File: config.mk
export PLATFORM = sky130hd
export DESIGN_NAME = ll1p_ctrl
export DESIGN_NICKNAME = d
export VERILOG_FILES = /design/src/ll1_predictive_parse_driver_top_defines.svh /design/src/ll1p_pkg.sv /design/src/ll1p_ctrl.sv
export SDC_FILE = /design/constraint.sdc
export NUM_CORES = 1
export LEC_CHECK = 0
export BUFFER_PORTS_ARGS = -buffer_cell sky130_fd_sc_hd__buf_2
export CAP_MARGIN = 40
export CORE_MARGIN = 2
export CORE_UTILIZATION = 30
export CTS_BUF_LIST = sky130_fd_sc_hd__clkbuf_16
export CTS_CLUSTER_DIAMETER = 150
export CTS_CLUSTER_SIZE = 24
export DETAILED_ROUTE_END_ITERATION = 16
export PLACE_DENSITY = 0.64
export SLEW_MARGIN = 25
export SYNTH_ARGS = -nofsm -noshare
export SYNTH_HDL_FRONTEND = slang
export SYNTH_SLANG_ARGS = --single-unit
File: constraint.sdc
create_clock -name i_clk -period 2.05 [get_ports i_clk]
set_clock_uncertainty 0.2 [all_clocks]
set_input_delay 0.205 -clock i_clk [delete_from_list [all_inputs] [get_ports i_clk]]
set_output_delay 0.205 -clock i_clk [all_outputs]
set_load 0.02 [all_outputs]
File: src/ll1_predictive_parse_driver_top_defines.svh
// ----------------------------------------------------------------------------
// LL(1) parser assertion macros
// Shared assertion helpers for the predictive parser top level.
// ----------------------------------------------------------------------------
`ifndef LL1_PREDICTIVE_PARSE_DRIVER_TOP_DEFINES_SVH
`define LL1_PREDICTIVE_PARSE_DRIVER_TOP_DEFINES_SVH
`ifndef ASSERT_OFF
`define LL1P_ASSERT(lbl, expr) lbl: assert property (@(posedge i_clk) disable iff (!i_rst_n) \
    (expr)) else $error("ll1p check failed");
`define LL1P_ASSERT_IMP(lbl, ante, cons) lbl: assert property (@(posedge i_clk) \
    disable iff (!i_rst_n) (ante) |-> (cons)) else $error("ll1p check failed");
`else
`define LL1P_ASSERT(lbl, expr)
`define LL1P_ASSERT_IMP(lbl, ante, cons)
`endif
`endif

File: src/ll1p_pkg.sv
// ----------------------------------------------------------------------------
// LL(1) parser package
// Widths, codes, state and command types shared by the parser modules.
// ----------------------------------------------------------------------------
package ll1p_pkg;

    localparam int SYM_W   = 6;
    localparam int TOK_W   = 5;
    localparam int NT_W    = 5;
    localparam int PROD_W  = 6;
    localparam int POS_W   = 3;
    localparam int LEN_W   = 4;
    localparam int SP_W    = 7;
    localparam int OP_W    = 3;
    localparam int ACT_W   = 3;
    localparam int STEP_W  = 6;
    localparam int TBL_AW  = NT_W + TOK_W;
    localparam int BODY_AW = PROD_W + POS_W;

    localparam logic [LEN_W-1:0]  MAX_BODY       = 4'd8;
    localparam logic [SP_W-1:0]   STACK_DEPTH    = 7'd64;
    localparam logic [STEP_W-1:0] MAX_EXPANSIONS = 6'd32;

    localparam logic [OP_W-1:0] OP_TOKEN = 3'd0;
    localparam logic [OP_W-1:0] OP_TABLE = 3'd1;
    localparam logic [OP_W-1:0] OP_BODY  = 3'd2;
    localparam logic [OP_W-1:0] OP_LEN   = 3'd3;
    localparam logic [OP_W-1:0] OP_START = 3'd4;

    localparam logic [ACT_W-1:0] ACT_EXPAND  = 3'd0;
    localparam logic [ACT_W-1:0] ACT_EPSILON = 3'd1;
    localparam logic [ACT_W-1:0] ACT_MATCH   = 3'd2;
    localparam logic [ACT_W-1:0] ACT_ACCEPT  = 3'd3;
    localparam logic [ACT_W-1:0] ACT_REJECT  = 3'd4;
    localparam logic [ACT_W-1:0] ACT_ACK     = 3'd5;

    typedef enum logic [3:0] {
        S_CLEAR, S_IDLE, S_ACK, S_RD_TOP, S_TOP, S_ROW, S_LEN,
        S_PUSH_RD, S_PUSH_WR, S_MATCH, S_ACCEPT, S_REJECT
    } t_state;

    typedef struct packed {
        logic [OP_W-1:0]   opcode;
        logic [TOK_W-1:0]  token;
        logic [NT_W-1:0]   nonterminal_index;
        logic [PROD_W-1:0] production_index;
        logic [POS_W-1:0]  body_position;
        logic [SYM_W-1:0]  body_symbol;
        logic [LEN_W-1:0]  body_length;
        logic              entry_valid;
    } t_in;

    typedef struct packed {
        logic [ACT_W-1:0]  action;
        logic [NT_W-1:0]   out_nonterminal;
        logic [PROD_W-1:0] out_production;
        logic [TOK_W-1:0]  out_terminal;
        logic              last;
    } t_res;

    typedef struct packed {
        logic             accept;
        logic             clr_step;
        logic             rd_top;
        logic             rd_table;
        logic             rd_len;
        logic             rd_body;
        logic             push_wr;
        logic             start_wr;
        logic             emit;
        logic [ACT_W-1:0] act;
        logic             sp_dec;
        logic             steps_inc;
        logic             cnt_load;
        logic             finish;
    } t_cmd;

    typedef struct packed {
        logic            clear_done;
        logic            out_free;
        logic            finished;
        logic            op_start;
        logic            sp_zero;
        logic            top_end;
        logic            top_term;
        logic            tok_match;
        logic            tok_zero;
        logic            tbl_valid;
        logic            steps_cap;
        logic            len_zero;
        logic            overflow;
        logic            cnt_last;
        logic [SP_W-1:0] sp;
    } t_sts;

endpackage

File: src/ll1p_ctrl.sv
// ----------------------------------------------------------------------------
// LL(1) parser controller
// Sequences table clearing, loads, and the expand/match steps of a token.
// ----------------------------------------------------------------------------
module ll1p_ctrl
    import ll1p_pkg::*;
(
    input  logic            i_clk,
    input  logic            i_rst_n,
    input  logic            i_in_valid,
    input  logic [OP_W-1:0] i_in_opcode,
    input  t_sts            i_sts,
    output logic            o_in_ready,
    output t_cmd            o_cmd,
    output t_state          o_state
);

    t_state r_state;
    t_state n_state;

    always_ff @(posedge i_clk) begin
        if (!i_rst_n) begin
            r_state <= S_CLEAR;
        end else begin
            r_state <= n_state;
        end
    end

    always_comb begin
        n_state = r_state;
        case (r_state)
            S_CLEAR: begin
                if (i_sts.clear_done) n_state = S_IDLE;
            end
            S_IDLE: begin
                if (i_in_valid) begin
                    n_state = (i_in_opcode == OP_TOKEN && !i_sts.finished) ? S_RD_TOP : S_ACK;
                end
            end
            S_ACK: begin
                if (i_sts.out_free) n_state = S_IDLE;
            end
            S_RD_TOP: begin
                n_state = i_sts.sp_zero ? S_REJECT : S_TOP;
            end
            S_TOP: begin
                if (i_sts.top_end) begin
                    n_state = i_sts.tok_zero ? S_ACCEPT : S_REJECT;
                end else if (i_sts.top_term) begin
                    n_state = i_sts.tok_match ? S_MATCH : S_REJECT;
                end else begin
                    n_state = S_ROW;
                end
            end
            S_ROW: begin
                n_state = (!i_sts.tbl_valid || i_sts.steps_cap) ? S_REJECT : S_LEN;
            end
            S_LEN: begin
                if (!i_sts.len_zero && i_sts.overflow) begin
                    n_state = S_REJECT;
                end else if (i_sts.out_free) begin
                    n_state = i_sts.len_zero ? S_RD_TOP : S_PUSH_RD;
                end
            end
            S_PUSH_RD: begin
                n_state = S_PUSH_WR;
            end
            S_PUSH_WR: begin
                n_state = i_sts.cnt_last ? S_RD_TOP : S_PUSH_RD;
            end
            S_MATCH, S_ACCEPT, S_REJECT: begin
                if (i_sts.out_free) n_state = S_IDLE;
            end
            default: begin
                n_state = S_IDLE;
            end
        endcase
    end

    always_comb begin
        o_cmd      = '0;
        o_in_ready = 1'b0;
        case (r_state)
            S_CLEAR: begin
                o_cmd.clr_step = !i_sts.clear_done;
            end
            S_IDLE: begin
                o_in_ready   = 1'b1;
                o_cmd.accept = i_in_valid;
            end
            S_ACK: begin
                o_cmd.start_wr = i_sts.op_start;
                o_cmd.emit     = i_sts.out_free;
                o_cmd.act      = ACT_ACK;
            end
            S_RD_TOP: begin
                o_cmd.rd_top = !i_sts.sp_zero;
            end
            S_TOP: begin
                o_cmd.rd_table = !i_sts.top_end && !i_sts.top_term;
            end
            S_ROW: begin
                o_cmd.rd_len = i_sts.tbl_valid && !i_sts.steps_cap;
            end
            S_LEN: begin
                if (!(!i_sts.len_zero && i_sts.overflow) && i_sts.out_free) begin
                    o_cmd.emit      = 1'b1;
                    o_cmd.act       = i_sts.len_zero ? ACT_EPSILON : ACT_EXPAND;
                    o_cmd.sp_dec    = 1'b1;
                    o_cmd.steps_inc = 1'b1;
                    o_cmd.cnt_load  = 1'b1;
                end
            end
            S_PUSH_RD: begin
                o_cmd.rd_body = 1'b1;
            end
            S_PUSH_WR: begin
                o_cmd.push_wr = 1'b1;
            end
            S_MATCH: begin
                o_cmd.emit   = i_sts.out_free;
                o_cmd.act    = ACT_MATCH;
                o_cmd.sp_dec = i_sts.out_free;
            end
            S_ACCEPT: begin
                o_cmd.emit   = i_sts.out_free;
                o_cmd.act    = ACT_ACCEPT;
                o_cmd.sp_dec = i_sts.out_free;
                o_cmd.finish = i_sts.out_free;
            end
            S_REJECT: begin
                o_cmd.emit   = i_sts.out_free;
                o_cmd.act    = ACT_REJECT;
                o_cmd.finish = i_sts.out_free;
            end
            default: begin
                o_cmd = '0;
            end
        endcase
    end

    assign o_state = r_state;

endmodule

Word-level counts from Yosys, hierarchy flattened
Cells that the tools add are included.

Register bits: 4. Bits in latches: 0. Bits in writable memories: 0. Bits in read-only memories: 0. Input bits: 27. Logic and storage cells: 67. Memories: 0.

Add/subtract/negate cells: 0. Multiply operators: 0. Divide/modulo/power cells: 0. Order comparisons: 0. Equal/unequal tests: 15. Shifts and indexed selects: 0. Multiplexer cells: 30. Bitwise logic cells: 0. Reductions and logical operators: 21.

Operator list (count): 4-bit two-way mux (9); 4-bit one-hot mux with 9 select lines (1); 4-bit one-hot mux with 5 select lines (1); 4-bit by 3-bit equality test with 1-bit output (second input constant) (4); 4-bit equality test (second input constant) (4); 1-bit two-way mux (13); 1-bit zero test (9); 4-bit by 2-bit equality test with 1-bit output (second input constant) (2); 7-bit two-way mux (1); 3-bit two-way mux (2); 1-bit logical AND (5); 4-bit by 1-bit equality test with 1-bit output (second input constant) (1); 4-bit zero test (1); 2-bit two-way mux (2); 2-bit != test (second input constant) (2); 4-bit AND reduction (1); 2-bit OR reduction (2); 4-bit OR reduction (1); 3-bit zero test (1); 3-bit != test (second input constant) (1); 2-bit by 1-bit != test with 1-bit output (second input constant) (1); 1-bit one-hot mux with 2 select lines (1); 1-bit logical OR (1).

Logic depth before layout (Yosys ltp)
Gate-level depths: netlist of run 1.

Depth in word-level cells: 6. Mapped depth: 6. Depth with buffers taken out: 4.

Worst setup path after synthesis of run 1
OpenSTA, ideal clock, no wires.

Kind: register -> output. Start: register r_state[2], in the netlist o_state[2]. End: output o_cmd[2] (netlist bit). Arrival time: 2.148 ns. Data required time: 1.645 ns. Path slack: -0.503 ns. Stages on the path, launching flop included: 6. Path buffers: 3. Cells stage by stage: dfxtp_1 > clkbuf_1 > buf_2 > nand2_1 > nor4b_1 > buf_4.

RTL lines: start: declaration (line ll1p_ctrl.sv:18) `t_state r_state;`; start signal: assignment (line ll1p_ctrl.sv:25) `r_state <= n_state;`; end: declaration (line ll1p_ctrl.sv:14) `output t_cmd o_cmd,`.

==> summary.txt, run 1 <==
Outcome: complete, no violations
Via count: 860
First-pass GRT wire length: 3284 µm
GRT busiest layer: met2
Total GRT Usage: 16.39%
WHS Endpoint: o_state[3]
Post-synthesis sequential area ratio: 12.31%
CP Capture Type: primary output
Slew margin rel.: 68.60%
Multi-input gate area in the final layout: 535.5 µm²
EDFF count, synth: 0
Total negative setup slack: 0 ns
Drt pass-1 iters: 4
Io pins: 48
Postcts setup bufs: 0
CTS Root Cell: clkbuf_16
Synth top area cells: dfxtp_1 (12%), nand2b_1 (7.7%), a21oi_1 (5.4%)
Hold crit path type: in -> reg
FF-to-FF path depth: 4
RePlAce Congestion: 0.8222
Fin. Hold Viols: 0
Synth Instances: 95
CTS max path bufs: 2
Sink Count: 4
Met3 GRT Util: 1.786%
Peak Freq: 0.5053 GHz
Clock latency on the worst-skew pair: 0.22 ns
Met1 global-route usage: 20.86%
Vert. Die Dim: 50.57 µm
Total Wirelength: 2052 µm
Port buffer count: 40
Chip Width: 50.57 µm
Core area: 2002 µm²
Vias in the first global route: 772
Post-DP Area: 874.6 µm²
Design area: 987.2 µm²
Nets: 163
P_leak: 0.4587 nW
ANT nets after route: 0
Clock-pin slew on the worst setup and hold paths: 0.03 ns
Drt first-iter violations: 19
Syn_nets: 122
Predominant post-synthesis flop cell: dfxtp_1
Final setup fails: 0
R2R setup slack: 0.16 ns
Startpoint Class: flip-flop
CTS buffer count: 3
Grt met2 use: 28.07%
Async set or reset register ratio after synthesis: 0%
Synth cell types: 37
Post-synth top area cell: dfxtp_1
Register bit total from synthesis: 4
Largest net degree at the start of global routing: 16
Worst Setup SP: o_state[0]
Worst hold start: i_rst_n
Maximum vdd drop: 0.5575 mV
# rows: 16
Antenna diodes: 0
Remaining DRCs: 0
RSZ-0062 raised after global routing: no
Synth cell count leaders: nor2_1 (9), nand2b_1 (8), a21oi_1 (7)
Critical R2R Capture: o_state[2]
Worst EP required: 1.64 ns
Filler Cell Count: 209
Share of cells above drive strength 1: 48.51%
CTS tree: built
Initial Util: 32.50%
Initial antenna violation count: 0
Max Transition Viols Final: 0
Fin crit period: 1.979 ns
Cell Pwr Density: 1393 nW/µm²
Die area: 2557 µm²
Tcrit/Tclk final: 96.54%
Top-count cell post-synth: nor2_1
YS warnings: 0
Layout overhead on the synthesized area: 51.73%
Worst Hold Depth: 2
Routed len/inst: 12.75 µm
Post-synthesis cell area: 650.6 µm²
Drt via density: 5.342
RR Startpoint: o_state[0]
Critical path class: reg -> out
Yosys top cell area share: 12.31%
Post-CTS Hold Fix Bufs: 0
Max-Cap Viols: 0
Worst Max-Slew Pin Slew: 0.4701 ns
Hold slack: 0.05640 ns
Register area: 85.08 µm²
Total gr overflow: 0
Post-Syn Area per Cell: 6.849 µm²
DP HPWL: 1577 µm
H-tree levels: 1
Worst-path maximum fanout: 14
Largest register FFs: 4
Data arrival, critical path: 1.57 ns
==> logic make-up after synthesis <==
kind of cell	Yosys count	synth area share (%)
AO/OA/AOI/OAI	29	31.34
buffers and inverters	14	11.54
flip-flops	4	12.31
multiplexers	1	2.307
AND/OR/NAND/NOR	47	42.50
==> worst max path at each step <==
stage	endpoint	slack, ns
2_1_floorplan	o_cmd[2]	-0.18
3_3_place_gp	o_state[2]	0.21
3_5_place_dp	o_state[2]	0.18
4_1_cts	o_cmd[15]	0.03
5_1_grt	o_cmd[1]	0.02
6_report	o_cmd[1]	0.07
==> repair_timing <==
| action | 4_1_cts | 5_1_grt |
|---|---|---|
| pin swaps | 0 | 1 |
| gates resized for setup | 1 | 10 |
| endpoints found under the setup margin | 1 | 5 |
==> metrics by stage <==
step / std cells / setup WS [ns] / utilization, % / total power [mW]
2_1_floorplan: 95 / -0.1759 / - / 0.8159
3_3_place_gp: 158 / 0.2114 / 43.69 / 1.009
3_5_place_dp: 158 / 0.1800 / 43.69 / 1.017
4_1_cts: 161 / 0.03343 / 47.50 / 1.334
5_1_grt: 161 / 0.02347 / 49.31 / 1.472
6_report: 161 / 0.07100 / 49.31 / 1.375
==> report_power, final <==
part	total, mW	switching (mW)	leakage [nW]	internal [mW]
clock	0.304	0.0550	0.0370	0.249
combinational	0.899	0.522	0.388	0.377
sequential	0.172	0.0593	0.0342	0.113
==> metal layers <==
| layer | vias to the layer above | routed length [µm] |
|---|---|---|
| met4 | 0 | 23 |
| met5 | - | 0 |
| li1 | 433 | - |
| met2 | 24 | 1019 |
| met1 | 400 | 920 |
| met3 | 3 | 89 |
==> final cells by class <==
cell class	count	area share, %
tap	27	3.422
timing repair buffer	44	23.83
inverter	6	2.281
multi-input combinational	77	54.25
sequential	4	8.619
clock buffer	3	7.605
==> cells in the final DEF, fill, tap and decap left out, types with 2 or more instances in the layout <==
master and n:
nand2_1 6, buf_2 38, nor2_1 9, nor3_1 5
a21oi_1 7, nor4_2 2, inv_1 6, nor4_1 2
and2_1 2, o21ai_0 4, nand3_1 2, a31oi_1 4
o22ai_1 2, o21a_1 2, or4_4 2, dfxtp_1 2
nand2b_1 7, buf_4 6, a211oi_1 2, clkbuf_16 3
==> worst max-delay path, stage by stage, from the launching register on <==
cell     delay (ns)
dfxtp_1        0.36
buf_4          0.21
or2_4          0.28
nor4b_4        0.30
buf_4          0.19
No activity file was read; power rests on OpenSTA's default activity.
==> run 2: changes to the inputs <==
--- a/config.mk
+++ b/config.mk
@@ -13,7 +13,8 @@
 export CTS_CLUSTER_DIAMETER = 150
 export CTS_CLUSTER_SIZE = 24
 export DETAILED_ROUTE_END_ITERATION = 16
-export PLACE_DENSITY = 0.64
+export PLACE_DENSITY = 0.61
+export RECOVER_POWER = 50
 export SLEW_MARGIN = 25
 export SYNTH_ARGS = -nofsm -noshare
 export SYNTH_HDL_FRONTEND = slang
==> summary.txt, run 2 (synthesized netlist as in run 1, its figures left out) <==
ANT nets after route: 0
Chip Width: 50.57 µm
CTS buffer count: 3
Multi-input gate area in the final layout: 524.3 µm²
Delay of the slowest critical-path stage: 0.36 ns
Worst EP required: 1.64 ns
Largest register FFs: 4
Peak Freq: 0.5134 GHz
P_leak: 0.4199 nW
Drt first-iter violations: 6
Maximum vdd drop: 0.6337 mV
Critical path class: reg -> out
Via count: 855
Clock-pin slew on the worst setup and hold paths: 0.03 ns
Tcrit/Tclk final: 95.01%
Total gr overflow: 0
Antenna diodes: 0
Crit path buf inv count: 2
DP HPWL: 1584 µm
Cts repair resizes: 0
Crit-path cells: buf_4, or2_4, nor4b_2, buf_2
Hold crit path type: in -> reg
Fin. Hold Viols: 0
CTS Root Cell: clkbuf_16
Port buffer count: 40
Worst slack, placed: 0.1617 ns
Sink Count: 4
Core area: 2002 µm²
Register area: 81.33 µm²
Outcome: complete, no violations
H-tree levels: 1
Final worst slack: 0.1023 ns
Vert. Die Dim: 50.57 µm
CTS tree: built
CP max stage cell: dfxtp_1
Leading cell type in the layout, fill and taps excluded: buf_2
Remaining DRCs: 0
Routed len/inst: 12.37 µm
Final setup fails: 0
RePlAce Congestion: 0.8008
Clock latency on the worst-skew pair: 0.22 ns
Cell family with most CP delay: simple AND/OR/NAND/NOR gates
CP Capture Type: primary output
Hold slack: 0.06067 ns
Final core occ: 47.81%
Drt pass-1 iters: 4
Post-CTS Hold Fix Bufs: 0
Total Wirelength: 1992 µm
Worst-path maximum fanout: 14
Largest net degree at the start of global routing: 16
Drt via density: 5.311
Data arrival, critical path: 1.54 ns
Io pins: 48
CTS max path bufs: 2
Layout overhead on the synthesized area: 47.12%
Startpoint Class: flip-flop
Slew margin rel.: 71.59%
Filler Cell Count: 222
Share of cells above drive strength 1: 41.79%
Nets: 163
Fin crit period: 1.948 ns
Max-Cap Viols: 0
Max Transition Viols Final: 0
# rows: 16
Most frequent cells in the layout: buf_2 (32), nor2_1 (9), clkbuf_1 (8), nand2b_1 (7), a21oi_1 (7)
Initial Util: 32.50%
Initial antenna violation count: 0
Postcts setup bufs: 0
Die area: 2557 µm²
Vias in the first global route: 771
Worst Max-Slew Pin Slew: 0.4261 ns
Total GRT Usage: 16.02%
First-pass GRT wire length: 3229 µm
RSZ-0062 raised after global routing: no
Cell Pwr Density: 1399 nW/µm²
## run 2: changes by cell type in the layout (fill, tap and decap cells not counted), sizes merged
cell	previous run	this run
buf	44	36
clkbuf	3	11
## run 2: cell type report
type | instances | share of cell area [%]
Timing Repair Buffer | 44 | 23.01
Sequential cell | 4 | 8.497
Clock buffer | 3 | 7.843
Multi-Input combinational cell | 77 | 54.77
Inverter | 6 | 2.353
Tap cell | 27 | 3.529
## run 2: worst paths after layout
check	endpoint	from	slack (ns)	cells after the start
min reg2reg	o_state[2]	o_state[2]	0.49	2
max	o_cmd[2]	o_state[0]	0.10	4
max reg2reg	o_state[2]	o_state[0]	0.15	4
min	o_state[3]	i_rst_n	0.06	2
## run 2: routing by layer
metal  vias up  global-route usage (%)  wire, µm
met3         5                   2.083       108
li1        427                       -         -
met2        31                   26.10       946
met5         -                       0         0
met4         0                   8.559        42
met1       392                   20.32       894
## run 2: per-stage QoR
| stage | total power, mW | cell area (µm²) | cells | setup TNS (ns) |
|---|---|---|---|---|
| 2_1_floorplan | 0.8159 | 663.1 | 95 | -0.2194 |
| 3_3_place_gp | 1.015 | 874.6 | 158 | 0 |
| 3_5_place_dp | 1.017 | 874.6 | 158 | 0 |
| 4_1_cts | 1.321 | 949.7 | 161 | 0 |
| 5_1_grt | 1.437 | 957.2 | 161 | 0 |
| 6_report | 1.339 | 957.2 | 161 | 0 |
## run 2: power breakdown
group,internal [mW],switching (mW)
logic,0.357,0.514
registers,0.110,0.0568
clock network,0.249,0.0522
total,0.715,0.623
==> run 3: changes to the inputs <==
--- a/config.mk
+++ b/config.mk
@@ -13,6 +13,7 @@
 export CTS_CLUSTER_DIAMETER = 150
 export CTS_CLUSTER_SIZE = 24
 export DETAILED_ROUTE_END_ITERATION = 16
+export GPL_TIMING_DRIVEN = 0
 export PLACE_DENSITY = 0.61
 export RECOVER_POWER = 50
 export SLEW_MARGIN = 25
==> constraint.sdc (replaced) <==
create_clock -name i_clk -period 1.8 [get_ports i_clk]
set_clock_uncertainty 0.2 [all_clocks]
set_input_delay 0.18 -clock i_clk [delete_from_list [all_inputs] [get_ports i_clk]]
set_output_delay 0.18 -clock i_clk [all_outputs]
set_load 0.02 [all_outputs]
==> summary.txt, run 3 (synthesized netlist as in run 1, its figures left out) <==
Outcome: finished, violations left
Failing checks: negative setup slack
Clock latency on the worst-skew pair: 0.23 ns
Nets: 176
RePlAce Congestion: 0.9242
CTS max path bufs: 2
Die area: 2557 µm²
Most frequent cells in the layout: buf_2 (29), buf_4 (15), nor2_1 (9), inv_1 (7), a21oi_1 (7)
Tot Pwr: 1.869 mW
CTS tree: built
Leading cell type in the layout, fill and taps excluded: buf_2
Power share of the combinational group: 69.5%
Startpoint Class: flip-flop
Peak Freq: 0.5362 GHz
Max-Cap Viols: 0
Largest register FFs: 4
Sequential Power Share: 11.4%
Slew margin rel.: 62.13%
First-pass GRT wire length: 3636 µm
Share of cells above drive strength 1: 54.05%
Final worst slack: -0.06509 ns
Vias in the first global route: 797
Total GRT Usage: 18.34%
Core area: 2002 µm²
Max Transition Viols Final: 0
RSZ-0062 raised after global routing: yes
Filler Cell Count: 178
Clock-pin slew on the worst setup and hold paths: 0.03 ns
Inst Count DP: 162
Worst slack, placed: -0.1861 ns
Antenna diodes: 0
Data arrival, critical path: 1.49 ns
Hold slack: 0.1619 ns
P_int: 1.022 mW
Initial antenna violation count: 0
Vert. Die Dim: 50.57 µm
H-tree levels: 1
Io pins: 48
Hold crit path type: in -> reg
Fin crit period: 1.865 ns
CP max stage cell: or3b_4
Drt via density: 5.469
Via count: 957
Multi-input gate area in the final layout: 589.3 µm²
Initial Util: 32.50%
Chip Width: 50.57 µm
ANT nets after route: 0
DP HPWL: 1649 µm
CP Capture Type: primary output
Worst-path maximum fanout: 5
Clk pwr share: 19.1%
P_leak: 0.5343 nW
Worst EP required: 1.42 ns
CTS Root Cell: clkbuf_16
Crit-path cells: buf_8, or3b_4, o22ai_2, and2_4, buf_6
Total gr overflow: 0
# rows: 16
Worst Max-Slew Pin Slew: 0.5668 ns
Layout overhead on the synthesized area: 80.77%
Fin. Hold Viols: 0
Drt first-iter violations: 35
Register area: 92.59 µm²
Largest net degree at the start of global routing: 11
Non-Filler Instances: 175
Routed len/inst: 14.09 µm
Final setup fails: 1
Critical path class: reg -> out
CTS buffer count: 3
Sink Count: 4
Cell family with most CP delay: simple AND/OR/NAND/NOR gates
Total negative setup slack: -0.06509 ns
P_sw: 847.2 µW
Maximum vdd drop: 0.8920 mV
Port buffer count: 40
Switching Fraction: 45.32%
Delay of the slowest critical-path stage: 0.40 ns
Remaining DRCs: 0
Drt pass-1 iters: 4
Crit path buf inv count: 2
Tcrit/Tclk final: 103.6%
Total Wirelength: 2465 µm
Cell Pwr Density: 1589 nW/µm²
-- run 3: final cells by class --
type                            instances  share of cell area, %
Buffer                                  5                  4.787
Clock buffer                            3                  6.383
Clock inverter                          1                 0.3191
Inverter                                6                  1.915
Multi-Input combinational cell         77                  50.11
Sequential cell                         4                  7.872
Tap cell                               27                  2.872
Timing Repair Buffer                   52                  25.74
-- run 3: worst paths after layout --
check,startpoint,endpoint,slack (ns),cells after the start
worst min-delay path,i_sts[18],o_state[0],0.16,5
worst max register to register,o_state[2],o_state[2],0,5
worst max-delay path,o_state[2],o_cmd[3],-0.07,5
worst min register to register,o_state[0],o_state[0],0.56,3
-- run 3: timing repair --
item,CTS,global route
pin swaps,7,3
buffers inserted,7,4
hold endpoints to repair,1,0
endpoints found under the setup margin,16,13
hold buffers,1,0
gates resized for setup,25,11
-- run 3: worst reg2reg max path: stages (launching register included) --
cell	delay, ns
dfxtp_2	0.32
buf_8	0.13
buf_4	0.16
or4_4	0.52
and3_4	0.17
a311oi_2	0.20
-- run 3: power by group through the flow --
| stage | clock network [mW] | logic [mW] | registers, mW |
|---|---|---|---|
| final | 0.357 | 1.30 | 0.214 |
| after global routing | 0.373 | 1.39 | 0.220 |
| after CTS | 0.363 | 1.18 | 0.201 |
| after detailed placement | 0 | 1.06 | 0.175 |
| after global placement | 0 | 1.07 | 0.173 |
| after floorplan | 0 | 0.765 | 0.207 |
-- run 3: routing by layer --
layer,share of wire (%),vias up,GRT usage (%)
met5,0,-,0
met4,1.7,0,4.955
li1,-,458,-
met1,42,446,23.84
met2,50,47,29.82
met3,6.5,6,4.762
-- run 3: per-stage QoR --
stage	instance area, µm²	util [%]
after detailed placement	933.4	46.63
after floorplan	699.4	-
after global placement	933.4	46.63
final	1176	58.75
after CTS	1127	56.31
after global routing	1176	58.75
